### src/lru_pr_pkg.sv
// shared constants, types and state codes for the lru page replacement block
// no dependencies; compile first
package lru_pr_pkg;

   // sizing
   localparam int FRAMES  = 8;
   localparam int PAGES   = 64;
   localparam int FRAME_W = (FRAMES > 1) ? $clog2(FRAMES) : 1;
   localparam int PAGE_W  = (PAGES > 1) ? $clog2(PAGES) : 1;

   // fixed field widths on the channels
   localparam int PAGE_ID_W   = 6;
   localparam int FRAME_OUT_W = 3;
   localparam int CNT_W       = 32;

   localparam logic [CNT_W-1:0] CNT_MAX = '1;

   // item kinds
   localparam logic KIND_ACCESS = 1'b0;
   localparam logic KIND_CLEAR  = 1'b1;

   // sequencer states
   typedef enum logic [2:0] {
      ST_IDLE,
      ST_LOOKUP,
      ST_SCAN_RD,
      ST_SCAN_END,
      ST_LOAD,
      ST_FINISH
   } state_type;

   // one frame table word
   typedef struct packed {
      logic [PAGE_W-1:0] page;
      logic [CNT_W-1:0]  stamp;
   } frame_entry_type;

   // frame table access
   typedef struct packed {
      logic               rd_en;
      logic [FRAME_W-1:0] rd_addr;
      logic               wr_en;
      logic [FRAME_W-1:0] wr_addr;
      frame_entry_type    wr_data;
   } frame_req_type;

   // page table access
   typedef struct packed {
      logic               rd_en;
      logic [PAGE_W-1:0]  rd_addr;
      logic               set_en;
      logic [PAGE_W-1:0]  set_addr;
      logic [FRAME_W-1:0] set_frame;
      logic               drop_en;
      logic [PAGE_W-1:0]  drop_addr;
      logic               clear;
   } page_req_type;

   // page table read data
   typedef struct packed {
      logic               resident;
      logic [FRAME_W-1:0] frame;
   } page_rsp_type;

endpackage

### src/lru_pr_frame_tbl.sv
// frame table memory: resident page and lru stamp per frame
// one read and one write port, registered read data; depends on lru_pr_pkg
module lru_pr_frame_tbl import lru_pr_pkg::*; (
   input  logic            clock,
   input  frame_req_type   req,
   output frame_entry_type rd_data
);

   frame_entry_type frame_mem_ff [FRAMES];
   frame_entry_type rd_data_ff;

   // write port
   always_ff @(posedge clock) begin
      if (req.wr_en) begin
         frame_mem_ff[req.wr_addr] <= req.wr_data;
      end
   end

   // read port
   always_ff @(posedge clock) begin
      if (req.rd_en) begin
         rd_data_ff <= frame_mem_ff[req.rd_addr];
      end
   end

   assign rd_data = rd_data_ff;

endmodule

### config.mk
export PLATFORM = sky130hd
export DESIGN_NAME = lru_pr_frame_tbl
export DESIGN_NICKNAME = d
export VERILOG_FILES = /design/src/lru_pr_pkg.sv /design/src/lru_pr_frame_tbl.sv
export SDC_FILE = /design/constraint.sdc
export NUM_CORES = 1
export LEC_CHECK = 0
export ABC_CLOCK_PERIOD_IN_PS = 12500
export BUFFER_PORTS_ARGS = -buffer_cell sky130_fd_sc_hd__clkbuf_2
export CORE_ASPECT_RATIO = 0.6
export CORE_MARGIN = 3
export CORE_UTILIZATION = 34
export DETAILED_ROUTE_END_ITERATION = 16
export GPL_TIMING_DRIVEN = 0
export SLEW_MARGIN = 20
export SYNTH_ARGS = -nofsm -noshare
export SYNTH_HDL_FRONTEND = slang
export SYNTH_SLANG_ARGS = --single-unit
### constraint.sdc
create_clock -name clock -period 12.5 [get_ports clock]
set_clock_uncertainty 0.05 [all_clocks]
set_input_delay 2.5 -clock clock [delete_from_list [all_inputs] [get_ports clock]]
set_output_delay 2.5 -clock clock [all_outputs]
set_load 0.005 [all_outputs]
==> out/results.txt <==
Worst VDD drop -> 0.0985 mV
DRT Pass-1 Iters -> 4
DR vias/cell -> 4.96
Syn_area_per_cell -> 25.7 µm²
Synth Area in Simple Gates -> 0.00467
HPWL after DPL -> 16.5 mm
Synth area leaders -> edfxtp_1 82%, mux4_2 14%, mux2_2 3.4%, buf_6 0.45%, clkbuf_1 0.27%
Nets@finish -> 674
Area growth syn-to-layout -> 19.9%
Number of synthesized register bits -> 342
Max Root-Sink Buffers -> 3
Main combinational cell family by area after synthesis -> multiplexers
Vias in the first global route -> 5988
Relative slew slack -> 0.420
Cell taking the most area after synthesis -> edfxtp_1
CP Launch Type -> primary input
Setup ws final -> 8.46 ns
CTS resizes -> 0
CTS hold repair buffers -> 0
Htree depth -> 1
Worst setup EP type -> register
Core ar. -> 0.0357 mm²
Pwr dens -> 160 mW/mm²
Top-Level Pins -> 85
Max-cap violation count -> 0
Part of the cycle the worst path needs -> 0.323
Number of cell rows -> 53
Die Span Y -> 155 µm
Port Buf Inserts -> 81
Critical Path RT -> 12.75 ns
Status -> finished clean
Asr flop ratio synth -> 0
Root Driver -> clkbuf_16
Layout cells sized above 1 -> 0.430
Yosys warning count -> 0
Worst-path clk slew -> 0.07 ns
DRT iter0 DRCs -> 444
Critical-path maximum fanout -> 10
Final hold vios -> 0
WL/cell -> 23.5 µm
Power consumption -> 2.42 mW
Num CTS Buffers -> 30
Clk_lat worst skew -> 0.56 ns
HP Class -> reg -> reg
Top FF cell, synth -> edfxtp_1
Standby leakage power -> 4.90 nW
# Post-CTS Setup Buffers -> 0
TritonCTS clock tree -> done
Synth Instances -> 490
Setup TNS -> 0 ns
Final WL -> 26.3 mm
Critical Path AT -> 4.29 ns
DRC -> 0
Antenna viol nets, final -> 0
Share of the synthesized area in the top cell type -> 0.816
First-pass GRT wire length -> 39.0 mm
GRT overflow -> 0
Number of flops mapped to enable cells by yosys -> 342
Maximum clock frequency -> 247 MHz
Die Area -> 0.0394 mm²
Initial core utilization -> 0.352
Count leader, synth -> edfxtp_1
Post-Syn Area -> 0.0126 mm²
RSZ-0062 raised after global routing -> false
Slew @ Worst Pin -> 0.870 ns
Adder-cell area share of the yosys netlist -> 0
Mux share of post-synthesis cell area -> 0.170
Post-synthesis sequential area ratio -> 0.816
Pre-CTS WS -> 7.89 ns
Largest net degree at the start of global routing -> 39
Post-Synth XOR/XNOR Area -> 0
GPL Wtd Cong -> 0.691
Synth Area in Compound Gates -> 0
Die W -> 254 µm
Total track usage -> 0.136
Netlist cell types -> 11
Via count -> 5541
Syn nets -> 537
Tmin final -> 4.04 ns
Crit path kind -> in -> reg
Sinks on Clock Net -> 342
Fin. max-slew vios -> 0
Filler cell count -> 3021
Post-synth top cells -> 342 x edfxtp_1, 76 x mux4_2, 38 x mux2_2, 9 x clkbuf_1, 6 x nor2_1
Initial antenna violation count -> 5
Final setup viols -> 0
-- through the flow --
| step | area, µm² | hold slack [ns] | instances | util |
|---|---|---|---|---|
| finish | 15100 | 0.713 | 1118 | 0.422 |
| global placement | 13600 | 0.691 | 1038 | 0.380 |
| detailed placement | 14100 | 0.702 | 1062 | 0.393 |
| floorplan | 12600 | 0.682 | 490 | - |
| global route | 15100 | 0.731 | 1117 | 0.422 |
| CTS | 15100 | 0.717 | 1116 | 0.422 |
-- cell usage in the layout, fill, tap and decap left out, types with 2 or more instances in the layout --
cell type	n
buf_4	7
mux2_2	38
buf_16	10
clkinv_2	5
buf_1	3
mux4_2	76
buf_12	2
bufinv_16	6
nor3_2	2
clkbuf_16	31
nand2_1	2
buf_2	4
clkbuf_2	80
nor2_4	6
buf_6	10
diode_2	2
nand2b_1	3
clkbuf_1	13
clkinv_1	7
edfxtp_1	342
-- cell type report --
| cell class | instances | area, µm² | area share |
|---|---|---|---|
| Antenna cell | 2 | 5.00 | 0.000332 |
| Buffer | 21 | 121 | 0.00804 |
| Clock buffer | 35 | 791 | 0.0524 |
| Clock inverter | 19 | 240 | 0.0159 |
| Multi-Input combinational cell | 127 | 2250 | 0.149 |
| Sequential cell | 342 | 10300 | 0.680 |
| Tap cell | 467 | 584 | 0.0387 |
| Timing Repair Buffer | 105 | 832 | 0.0551 |
-- state kept, by name, indices dropped and copies added, names as in the netlist --
name	count
frame_mem_ff	304
rd_data	38
-- metal layers --
| layer | wire [µm] | GRT usage | vias up |
|---|---|---|---|
| met5 | 60 | 0 | - |
| met4 | 652 | 0.0311 | 8 |
| met3 | 1520 | 0.0338 | 59 |
| met2 | 12600 | 0.218 | 139 |
| met1 | 11500 | 0.189 | 2953 |
| li1 | - | - | 2382 |
-- report_power, final --
part / switching, mW / internal, mW
logic: 0.0684 / 0.0628
registers: 0.0108 / 1.31
clock network: 0.393 / 0.573
-- final timing paths --
path	start	end	slack (ns)	cells past startpoint
worst max register to register	frame_mem_ff[7][2]	rd_data[2]	11.03	2
worst min register to register	frame_mem_ff[5][28]	rd_data[28]	0.71	2
worst min-delay path	frame_mem_ff[5][28]	rd_data[28]	0.71	2
worst max-delay path	req[43]	rd_data[27]	8.46	3
-- kinds of logic (layout without fill, tap and decap cells) --
group,count (synthesis),in the layout
flip-flops,342,342
multiplexers,114,114
buffers and inverters,21,180
AND/OR/NAND/NOR,13,13
other,0,2
-- critical path, stage by stage --
cell	delay, ns
clkbuf_1	0.64
buf_1	0.70
mux2_2	0.45
Power figures use the tool's default switching activity.
