<file path="config.mk">
export PLATFORM = sky130hd
export DESIGN_NAME = lru_pr_page_tbl
export DESIGN_NICKNAME = d
export VERILOG_FILES = /design/src/lru_pr_pkg.sv /design/src/lru_pr_page_tbl.sv
export SDC_FILE = /design/constraint.sdc
export NUM_CORES = 1
export LEC_CHECK = 0
export ABC_AREA = 0
export BUFFER_PORTS_ARGS = -buffer_cell sky130_fd_sc_hd__clkbuf_2
export CORE_AREA = 8 8 167 232
export DETAILED_ROUTE_END_ITERATION = 8
export DIE_AREA = 0 0 175 240
export PLACE_DENSITY = 0.5
export REMOVE_ABC_BUFFERS = 1
export SYNTH_ARGS = -nofsm -noshare
export SYNTH_HDL_FRONTEND = slang
export SYNTH_SLANG_ARGS = --single-unit
</file>
<file path="constraint.sdc">
create_clock -name clock -period 2 [get_ports clock]
set_input_delay 0.1 -clock clock [delete_from_list [all_inputs] [get_ports clock]]
set_output_delay 0.1 -clock clock [all_outputs]
set_load 0.02 [all_outputs]
</file>
<file path="src/lru_pr_pkg.sv">
// shared constants, types and state codes for the lru page replacement block
// no dependencies; compile first
package lru_pr_pkg;

   // sizing
   localparam int FRAMES  = 8;
   localparam int PAGES   = 64;
   localparam int FRAME_W = (FRAMES > 1) ? $clog2(FRAMES) : 1;
   localparam int PAGE_W  = (PAGES > 1) ? $clog2(PAGES) : 1;

   // fixed field widths on the channels
   localparam int PAGE_ID_W   = 6;
   localparam int FRAME_OUT_W = 3;
   localparam int CNT_W       = 32;

   localparam logic [CNT_W-1:0] CNT_MAX = '1;

   // item kinds
   localparam logic KIND_ACCESS = 1'b0;
   localparam logic KIND_CLEAR  = 1'b1;

   // sequencer states
   typedef enum logic [2:0] {
      ST_IDLE,
      ST_LOOKUP,
      ST_SCAN_RD,
      ST_SCAN_END,
      ST_LOAD,
      ST_FINISH
   } state_type;

   // one frame table word
   typedef struct packed {
      logic [PAGE_W-1:0] page;
      logic [CNT_W-1:0]  stamp;
   } frame_entry_type;

   // frame table access
   typedef struct packed {
      logic               rd_en;
      logic [FRAME_W-1:0] rd_addr;
      logic               wr_en;
      logic [FRAME_W-1:0] wr_addr;
      frame_entry_type    wr_data;
   } frame_req_type;

   // page table access
   typedef struct packed {
      logic               rd_en;
      logic [PAGE_W-1:0]  rd_addr;
      logic               set_en;
      logic [PAGE_W-1:0]  set_addr;
      logic [FRAME_W-1:0] set_frame;
      logic               drop_en;
      logic [PAGE_W-1:0]  drop_addr;
      logic               clear;
   } page_req_type;

   // page table read data
   typedef struct packed {
      logic               resident;
      logic [FRAME_W-1:0] frame;
   } page_rsp_type;

endpackage

</file>
<file path="src/lru_pr_page_tbl.sv">
// page table: frame number memory plus per-page resident flags
// resident flags clear at once on reset or clear; depends on lru_pr_pkg
module lru_pr_page_tbl import lru_pr_pkg::*; (
   input  logic         clock,
   input  logic         reset,
   input  page_req_type req,
   output page_rsp_type rsp
);

   logic [FRAME_W-1:0] page_mem_ff [PAGES];
   logic [PAGES-1:0]   resident_ff;
   page_rsp_type       rsp_ff;

   // frame number write
   always_ff @(posedge clock) begin
      if (req.set_en) begin
         page_mem_ff[req.set_addr] <= req.set_frame;
      end
   end

   // resident flags, drop of the evicted page before set of the new one
   always_ff @(posedge clock) begin
      if (reset || req.clear) begin
         resident_ff <= '0;
      end else begin
         if (req.drop_en) begin
            resident_ff[req.drop_addr] <= 1'b0;
         end
         if (req.set_en) begin
            resident_ff[req.set_addr] <= 1'b1;
         end
      end
   end

   // registered lookup
   always_ff @(posedge clock) begin
      if (req.rd_en) begin
         rsp_ff.frame    <= page_mem_ff[req.rd_addr];
         rsp_ff.resident <= resident_ff[req.rd_addr];
      end
   end

   assign rsp = rsp_ff;

endmodule

</file>
==> run_results.csv, run 1 <==
group,metric,value,unit
global_route,grt_pass1_vias,6845,
floorplanning,boundaryPins,31,
clocking,cts_tree,"yes",
worst_setup_path,worstPathMaxFanout,1,
layout,layout-drive-gt1-share,23.6,%
power_and_ir_drop,swShare,21.9,%
clocking,postCtsSetupRepairBufs,0,
global_route,overflow,0,
yosys,yosysUniqueCellTypes,37,
layout,multi_input_area,3180,sq um
sta,finalMaxSlewViolations,0,
layout,syn2layout_area_growth,16.6,%
worst_setup_path,setup.worst_path.start,"page_mem_ff[38][2]$_DFFE_PP_",
floorplanning,core,35400,sq um
sta,skew,6.11,ps
placement,placed_area,11800,sq um
sta,worst_pin_slew,741,ps
sta,fmax,509,MHz
clocking,clk_latency,530,ps
worst_setup_path,end_kind,"register",
placement,dpl.hpwl,20900,microns
yosys,yosys.area.top_type,"edfxtp_1",
worst_setup_path,regToRegEndpoint,"rsp[2]$_DFFE_PP_",
floorplanning,die_h,240,microns
layout,instances_no_fill,1292,
global_route,antenna_found_initial,0,
power_and_ir_drop,clkPwrFrac,40.5,%
yosys,synth.most_common_cell,"edfxtp_1",
worst_setup_path,r2r_cells,3,
power_and_ir_drop,power.leakage,0.00453,uW
clocking,path_clk_slew,70,ps
clocking,numCtsBuffers,24,
floorplanning,dieArea,42000,sq um
yosys,yosysWarnings,0,
layout,final.fill_count,3369,
floorplanning,num_rows,82,
power_and_ir_drop,p_sw,2400,uW
detailed_routing,via_per_inst,5.01,
layout,stdcell_area,12600,sq um
detailed_routing,totalWireLength,28700,microns
detailed_routing,wl_per_cell,22.2,microns
global_route,grt_pass1_wl,43000,microns
layout,nets,839,
power_and_ir_drop,power_frac_seq,53.2,%
layout,seq_area,7170,sq um
yosys,synthFlopType,"edfxtp_1",
global_route,grt_max_degree,65,
sta,rsz0062_at_grt,"true",
detailed_routing,vias,6473,
status,outcome,"completed",
yosys,synth.area.top_cells,"edfxtp_1 (55%), mux4_2 (12%), dfxtp_1 (12%), o21ai_0 (3.2%), a21oi_1 (3.0%)",
yosys,yosysTopAreaCellShare,54.5,%
detailed_routing,dr.first_iter.drc_count,527,
worst_setup_path,cp-start-kind,"register",
hold_path,hp-class,"input port to register",
power_and_ir_drop,peakVddDrop,0.478,mV
sta,maxSlewHeadroom,50.6,%
worst_setup_path,regToRegStartpoint,"page_mem_ff[38][2]$_DFFE_PP_",
worst_setup_path,worstPathRequired,2280,ps
detailed_routing,ant_nets,0,
sta,setup_viol,0,
yosys,synth-edff-count,196,
worst_setup_path,r2r_setup_slack,40,ps
yosys,synth_seq_cells,260,
clocking,cts_root_buf,"clkbuf_16",
power_and_ir_drop,p_total,11000,uW
power_and_ir_drop,p_per_area,872,nW/um^2
yosys,syn_avg_cell_area,14.5,sq um
sta,hold_violations,0,
placement,gp_congestion,0.841,
clocking,cts_max_path_buffers,3,
job,cap_violations,0,
layout,antennaDiodeCount,0,
yosys,postSynthCellCount,743,
yosys,synth.top_cells.by_count,"edfxtp_1 (196), nand2_1 (76), o21ai_0 (68)",
power_and_ir_drop,combPwrFrac,6.3,%
detailed_routing,drc,0,
detailed_routing,first_pass_iters,5,
power_and_ir_drop,p_int,8570,uW
yosys,async_flop_share,0,%
floorplanning,fp.dieW,175,microns
sta,finalCritPeriodShare,98.2,%
placement,placedCellCount,1247,
floorplanning,start_util,30.5,%
placement,io_buffers,30,
worst_setup_path,endpoint,"rsp[2]$_DFFE_PP_",
yosys,syn_area,10800,sq um
sta,fin_crit,1960,ps
global_route,track_usage,13.6,%
worst_setup_path,worstSetupPathType,"register to register",
clocking,h-tree-depth,1,
yosys,ys_seq_area_share,66.4,%
clocking,cts.sinks,260,
worst_setup_path,arrival,2240,ps
timing repair:
item	CTS	global route
endpoints found under the setup margin	2	3
hold buffers	1	0
hold endpoints to repair	4	0
gates resized for setup	3	3
worst max-delay path: stages, from the launching register on:
cell	delay (ps)
edfxtp_1	380
mux4_2	490
mux4_2	530
o32a_1	310
registers in the layout, summed over array words and instances (netlist names):
signal / flops
page_mem_ff: 192
resident_ff: 64
rsp: 4
metal layers:
| metal | share of wire [%] | GRT usage (%) | wire length [microns] | vias to the layer above |
|---|---|---|---|---|
| li1 | - | - | - | 2941 |
| met1 | 43 | 16.9 | 12200 | 3313 |
| met2 | 51 | 23.9 | 14700 | 172 |
| met3 | 3.0 | 1.24 | 858 | 47 |
| met4 | 3.2 | 5.61 | 920 | 0 |
| met5 | 0 | 0 | 0 | - |
kinds of logic (layout without fill, tap and decap cells):
kind of cell           Yosys count  count (layout)  synth area share, %
AO/OA/AOI/OAI                  158             158                 7.95
buffers and inverters          105             192                 4.20
AND/OR/NAND/NOR                138             138                 5.83
flip-flops                     260             260                 66.4
multiplexers                    82              82                 15.6
worst min path at each step:
| stage | end | startpoint | slack, ps | depth (start not counted) |
|---|---|---|---|---|
| after detailed placement | rsp[2]$_DFFE_PP_ | req[24] | 390 | 1 |
| final | page_mem_ff[53][1]$_DFFE_PP_ | req[9] | 60 | 2 |
| after floorplan | page_mem_ff[0][0]$_DFFE_PP_ | req[8] | 200 | 0 |
| after global placement | rsp[3]$_DFFE_PP_ | req[24] | 400 | 1 |
| after CTS | page_mem_ff[54][1]$_DFFE_PP_ | req[9] | 60 | 2 |
| after global routing | page_mem_ff[54][1]$_DFFE_PP_ | req[9] | 70 | 2 |
through the flow:
stage	hold slack, ps	setup TNS [ps]	setup slack [ps]	utilization, %
finish	57.0	0	35.8	35.5
floorplan	199	0	204	-
global placement	395	-742	-307	33.3
detailed placement	389	-784	-302	33.3
CTS	63.8	-0.372	-0.372	35.5
global route	72.0	-15.2	-15.2	35.5
power by group through the flow:
stage                     logic, uW  registers [uW]  clock network (uW)
final                           690            5840                4440
after global routing            743            5840                4720
after CTS                       707            5840                4560
after detailed placement        702            5960                   0
after global placement          698            5960                   0
after floorplan                 262            5970                   0
layout make-up:
| type | count | share of cell area, % |
|---|---|---|
| clock buffer | 31 | 5.23 |
| inverter | 65 | 1.94 |
| sequential | 260 | 57.0 |
| timing repair buffer | 83 | 5.19 |
| multi-input combinational | 378 | 25.3 |
| tap | 462 | 4.59 |
| clock inverter | 13 | 0.786 |
placed cells by master (no fill, tap or decap), types with 6 or more instances in the layout:
master	count
nand2_1	76
mux2i_1	7
a21oi_1	64
mux2_2	6
nand2b_1	6
clkbuf_16	25
buf_12	8
nor2_1	18
or2_2	6
mux4_2	59
o21ai_0	67
edfxtp_1	196
clkbuf_2	28
buf_4	45
mux4_1	7
inv_1	65
dfxtp_1	64
o22ai_1	10
No activity file was read; power rests on OpenSTA's default activity.
==> run 2: changes to the inputs <==
clock period = 2.3 ns   (was 2 ns; I/O delays follow)
==> run_results.csv, run 2 (synthesized netlist as in run 1, its figures left out) <==
group,metric,value,unit
placement,placed_area,11700,sq um
sta,hold_violations,0,
clocking,cts_max_path_buffers,3,
detailed_routing,first_pass_iters,4,
sta,setup_viol,0,
global_route,grt_max_degree,65,
floorplanning,num_rows,82,
placement,gp_congestion,0.809,
status,outcome,"completed",
sta,fin_crit,1970,ps
hold_path,hp-class,"input port to register",
sta,holdWs,63.8,ps
power_and_ir_drop,p_per_area,783,nW/um^2
floorplanning,fp.dieW,175,microns
job,cap_violations,0,
global_route,track_usage,13.8,%
sta,skew,11.0,ps
detailed_routing,vias,6376,
worst_setup_path,worstPathMaxFanout,2,
floorplanning,start_util,30.5,%
worst_setup_path,cp-start-kind,"register",
detailed_routing,ant_nets,0,
worst_setup_path,r2r_cells,6,
layout,layout-drive-gt1-share,22.1,%
layout,syn2layout_area_growth,16.2,%
clocking,cts_hold_buf,1,
layout,stdcell_area,12500,sq um
power_and_ir_drop,power.leakage,0.00451,uW
sta,fmax,507,MHz
sta,finalCritPeriodShare,85.8,%
sta,worst_pin_slew,1030,ps
detailed_routing,dr.first_iter.drc_count,588,
layout,final_common_cell,"edfxtp_1",
global_route,antenna_found_initial,0,
clocking,h-tree-depth,1,
clocking,cts_resized,0,
worst_setup_path,end_kind,"register",
floorplanning,boundaryPins,31,
sta,maxSlewHeadroom,31.6,%
sta,finalSetupTns,0,ps
clocking,path_clk_slew,70,ps
placement,placedCellCount,1235,
layout,largest-register,"page_mem_ff",
sta,rsz0062_at_grt,"false",
placement,io_buffers,30,
detailed_routing,drc,0,
worst_setup_path,worstPathRequired,2580,ps
power_and_ir_drop,peakVddDrop,0.438,mV
layout,largest_reg_flops,192,
detailed_routing,wl_per_cell,22.6,microns
placement,dpl.hpwl,21200,microns
sta,finalMaxSlewViolations,0,
hold_path,hold_depth,2,
clocking,clk_latency,530,ps
global_route,grt_pass1_vias,6807,
layout,layout_common_cells,"edfxtp_1 (196), nand2_1 (76), o21ai_0 (68)",
layout,antennaDiodeCount,0,
clocking,cts_root_buf,"clkbuf_16",
floorplanning,core,35400,sq um
worst_setup_path,arrival,2260,ps
detailed_routing,totalWireLength,28900,microns
clocking,cts.sinks,260,
layout,nets,827,
clocking,cts_tree,"yes",
layout,instances_no_fill,1280,
worst_setup_path,worstSetupPathType,"register to register",
global_route,grt_pass1_wl,43600,microns
floorplanning,die_h,240,microns
detailed_routing,via_per_inst,4.98,
clocking,numCtsBuffers,24,
global_route,overflow,0,
floorplanning,dieArea,42000,sq um
clocking,postCtsSetupRepairBufs,0,
[run 2: per-layer routing]
layer | GRT usage [%] | up-vias | routed length, microns
li1 | - | 2933 | -
met1 | 17.1 | 3225 | 12300
met2 | 24.1 | 157 | 14600
met3 | 1.35 | 61 | 931
met4 | 6.15 | 0 | 1090
met5 | 0 | - | 0
[run 2: area by class of cell]
type	instances	area (sq um)
repair buffers	71	551
clock buffers	29	661
well taps	462	578
inverters	65	244
multi-input cells	378	3170
flip-flops and latches	260	7170
clock inverters	15	164
fillers	3395	22900
[run 2: report_power, final]
group          internal [uW]  switching, uW  total, uW
Clock                   2400           1760       4160
Combinational            224            353        577
Sequential              5070           11.2       5080
Total                   7690           2130       9820
[run 2: per-stage QoR]
stage	setup slack, ps	power, uW	utilization, %
after detailed placement	-88.6	5770	33.1
after global routing	257	10100	35.4
after CTS	301	9920	35.4
after global placement	-35.6	5770	33.1
final	326	9820	35.4
after floorplan	504	5420	-
[run 2: final timing paths]
path,from,slack (ps),endpoint
max,page_mem_ff[10][1]$_DFFE_PP_,330,rsp[1]$_DFFE_PP_
min,req[9],60,page_mem_ff[54][1]$_DFFE_PP_
max reg2reg,page_mem_ff[10][1]$_DFFE_PP_,330,rsp[1]$_DFFE_PP_
min reg2reg,resident_ff[6]$_SDFF_PP0_,480,resident_ff[6]$_SDFF_PP0_
[run 2: critical path: stages (launching register included)]
cell      delay [ps]
edfxtp_1         360
mux4_2           500
o22a_1           210
nor2_1           110
buf_4            140
nor3_1            70
o32a_1           330
==> run 3: changes to the inputs <==
RECOVER_POWER = 25   (was not set)
==> run_results.csv, run 3 (synthesized netlist as in run 1, its figures left out) <==
group,metric,value,unit
power_and_ir_drop,swShare,21.7,%
sta,worst_pin_slew,1270,ps
detailed_routing,vias,6425,
placement,io_buffers,30,
detailed_routing,totalWireLength,28900,microns
floorplanning,start_util,30.5,%
clocking,path_clk_slew,70,ps
global_route,met2_usage,24.1,%
clocking,cts_hold_buf,1,
clocking,cts.sinks,260,
floorplanning,core,35400,sq um
power_and_ir_drop,p_per_area,785,nW/um^2
global_route,track_usage,13.8,%
sta,fmax,506,MHz
global_route,grt_pass1_vias,6807,
job,cap_violations,0,
detailed_routing,wl_per_cell,22.6,microns
layout,layout-drive-gt1-share,22.1,%
placement,gp_congestion,0.809,
detailed_routing,first_pass_iters,5,
power_and_ir_drop,peakVddDrop,0.437,mV
placement,dpl.hpwl,21200,microns
global_route,grt_use_met3,1.35,%
worst_setup_path,r2r_cells,3,
floorplanning,boundaryPins,31,
worst_setup_path,cp.depth,3,
worst_setup_path,end_kind,"register",
layout,stdcell_area,12500,sq um
layout,seq_area,7170,sq um
layout,syn2layout_area_growth,16.0,%
sta,maxSlewHeadroom,15.4,%
sta,finalCritPeriodShare,85.9,%
hold_path,hp-class,"input port to register",
clocking,cts_resized,0,
worst_setup_path,crit_chain,"mux4_2, mux4_2, o32a_1",
global_route,use_met1,17.1,%
layout,multi_input_area,3170,sq um
detailed_routing,dr.first_iter.drc_count,588,
worst_setup_path,r2r_setup_slack,320,ps
worst_setup_path,cp.buffers_inverters,0,
placement,placedCellCount,1235,
power_and_ir_drop,p_sw,2130,uW
global_route,antenna_found_initial,0,
sta,fin_crit,1980,ps
clocking,cts_root_buf,"clkbuf_16",
clocking,cts_tree,"yes",
power_and_ir_drop,combPwrFrac,5.8,%
floorplanning,num_rows,82,
sta,skew,11.3,ps
layout,instances_no_fill,1280,
worst_setup_path,worstSetupPathType,"register to register",
sta,rsz0062_at_grt,"false",
worst_setup_path,cpMostUsedCell,"mux4_2",
sta,hold_violations,0,
worst_setup_path,worstPathMaxFanout,1,
sta,finalSetupTns,0,ps
clocking,clk_latency,530,ps
layout,largest-register,"page_mem_ff",
worst_setup_path,cp-start-kind,"register",
layout,layout_common_cells,"edfxtp_1 (196), nand2_1 (76), o21ai_0 (68)",
layout,final_util,35.4,%
worst_setup_path,endpoint,"rsp[2]$_DFFE_PP_",
detailed_routing,drc,0,
layout,largest_reg_flops,192,
layout,nets,827,
worst_setup_path,setup.worst_path.start,"page_mem_ff[55][2]$_DFFE_PP_",
detailed_routing,via_per_inst,5.02,
worst_setup_path,regToRegStartpoint,"page_mem_ff[55][2]$_DFFE_PP_",
global_route,overflow,0,
worst_setup_path,crit_path_max_incr_delay,520,ps
clocking,h-tree-depth,1,
worst_setup_path,slowest_stage,"mux4_2",
global_route,grt_pass1_wl,43600,microns
power_and_ir_drop,power.leakage,0.00450,uW
layout,final.fill_count,3398,
power_and_ir_drop,p_int,7690,uW
clocking,numCtsBuffers,24,
worst_setup_path,crit_family,"multiplexers",
worst_setup_path,arrival,2250,ps
layout,antennaDiodeCount,0,
clocking,postCtsSetupRepairBufs,0,
sta,holdWs,88.0,ps
layout,final_common_cell,"edfxtp_1",
sta,setup_viol,0,
power_and_ir_drop,power_frac_seq,51.8,%
detailed_routing,ant_nets,0,
floorplanning,die_h,240,microns
global_route,top_usage_layer,"met2",
worst_setup_path,regToRegEndpoint,"rsp[2]$_DFFE_PP_",
power_and_ir_drop,clkPwrFrac,42.4,%
status,outcome,"completed",
floorplanning,fp.dieW,175,microns
placement,placed_area,11700,sq um
global_route,grt_max_degree,65,
worst_setup_path,worstPathRequired,2580,ps
sta,finalMaxSlewViolations,0,
floorplanning,dieArea,42000,sq um
hold_path,hold_depth,4,
clocking,cts_max_path_buffers,3,
==> run 3: cell count changes in the layout (fill, tap and decap cells not counted) <==
cell / previous run / this run
clkbuf_2: 28 / 30
buf_12: 7 / 6
buf_4: 34 / 33
==> run 3: through the flow <==
| stage | setup WS (ps) | total power (uW) |
|---|---|---|
| 2_1_floorplan | 504 | 5420 |
| 3_3_place_gp | -35.6 | 5770 |
| 3_5_place_dp | -88.6 | 5770 |
| 4_1_cts | 301 | 9920 |
| 5_1_grt | 257 | 10100 |
| 6_report | 324 | 9820 |
==> run 3: metal layers <==
layer | wire length (microns) | vias to the layer above
li1 | - | 2925
met2 | 14600 | 206
met1 | 12200 | 3231
met5 | 0 | -
met4 | 1080 | 0
met3 | 1050 | 63
==> run 3: how the worst min path moves through the flow <==
stage | from | endpoint
final | req[2] | resident_ff[18]$_SDFF_PP0_
after global routing | req[23] | rsp[0]$_DFFE_PP_
after CTS | req[9] | page_mem_ff[54][1]$_DFFE_PP_
after detailed placement | req[24] | rsp[2]$_DFFE_PP_
after global placement | resident_ff[5]$_SDFF_PP0_ | resident_ff[5]$_SDFF_PP0_
after floorplan | req[8] | page_mem_ff[0][0]$_DFFE_PP_
==> run 3: cell type report <==
type	instances	share of cell area (%)
sequential	260	57.3
multi-input combinational	378	25.3
timing repair buffer	71	4.26
inverter	65	1.95
clock buffer	29	5.28
tap	462	4.62
clock inverter	15	1.31
==> run 3: tightest hold or removal path: cells and delay by family <==
family / cells / cell delay [ps]
buf+inv: 1 / 150
compound gates: 2 / 210
simple gates: 1 / 100
==> run 3: power groups by stage <==
stage                     Combinational (uW)  Sequential (uW)  Clock (uW)
after floorplan                          228             5190           0
after global placement                   584             5190           0
after global routing                     617             5090        4410
after detailed placement                 585             5190           0
final                                    572             5080        4170
after CTS                                586             5080        4250
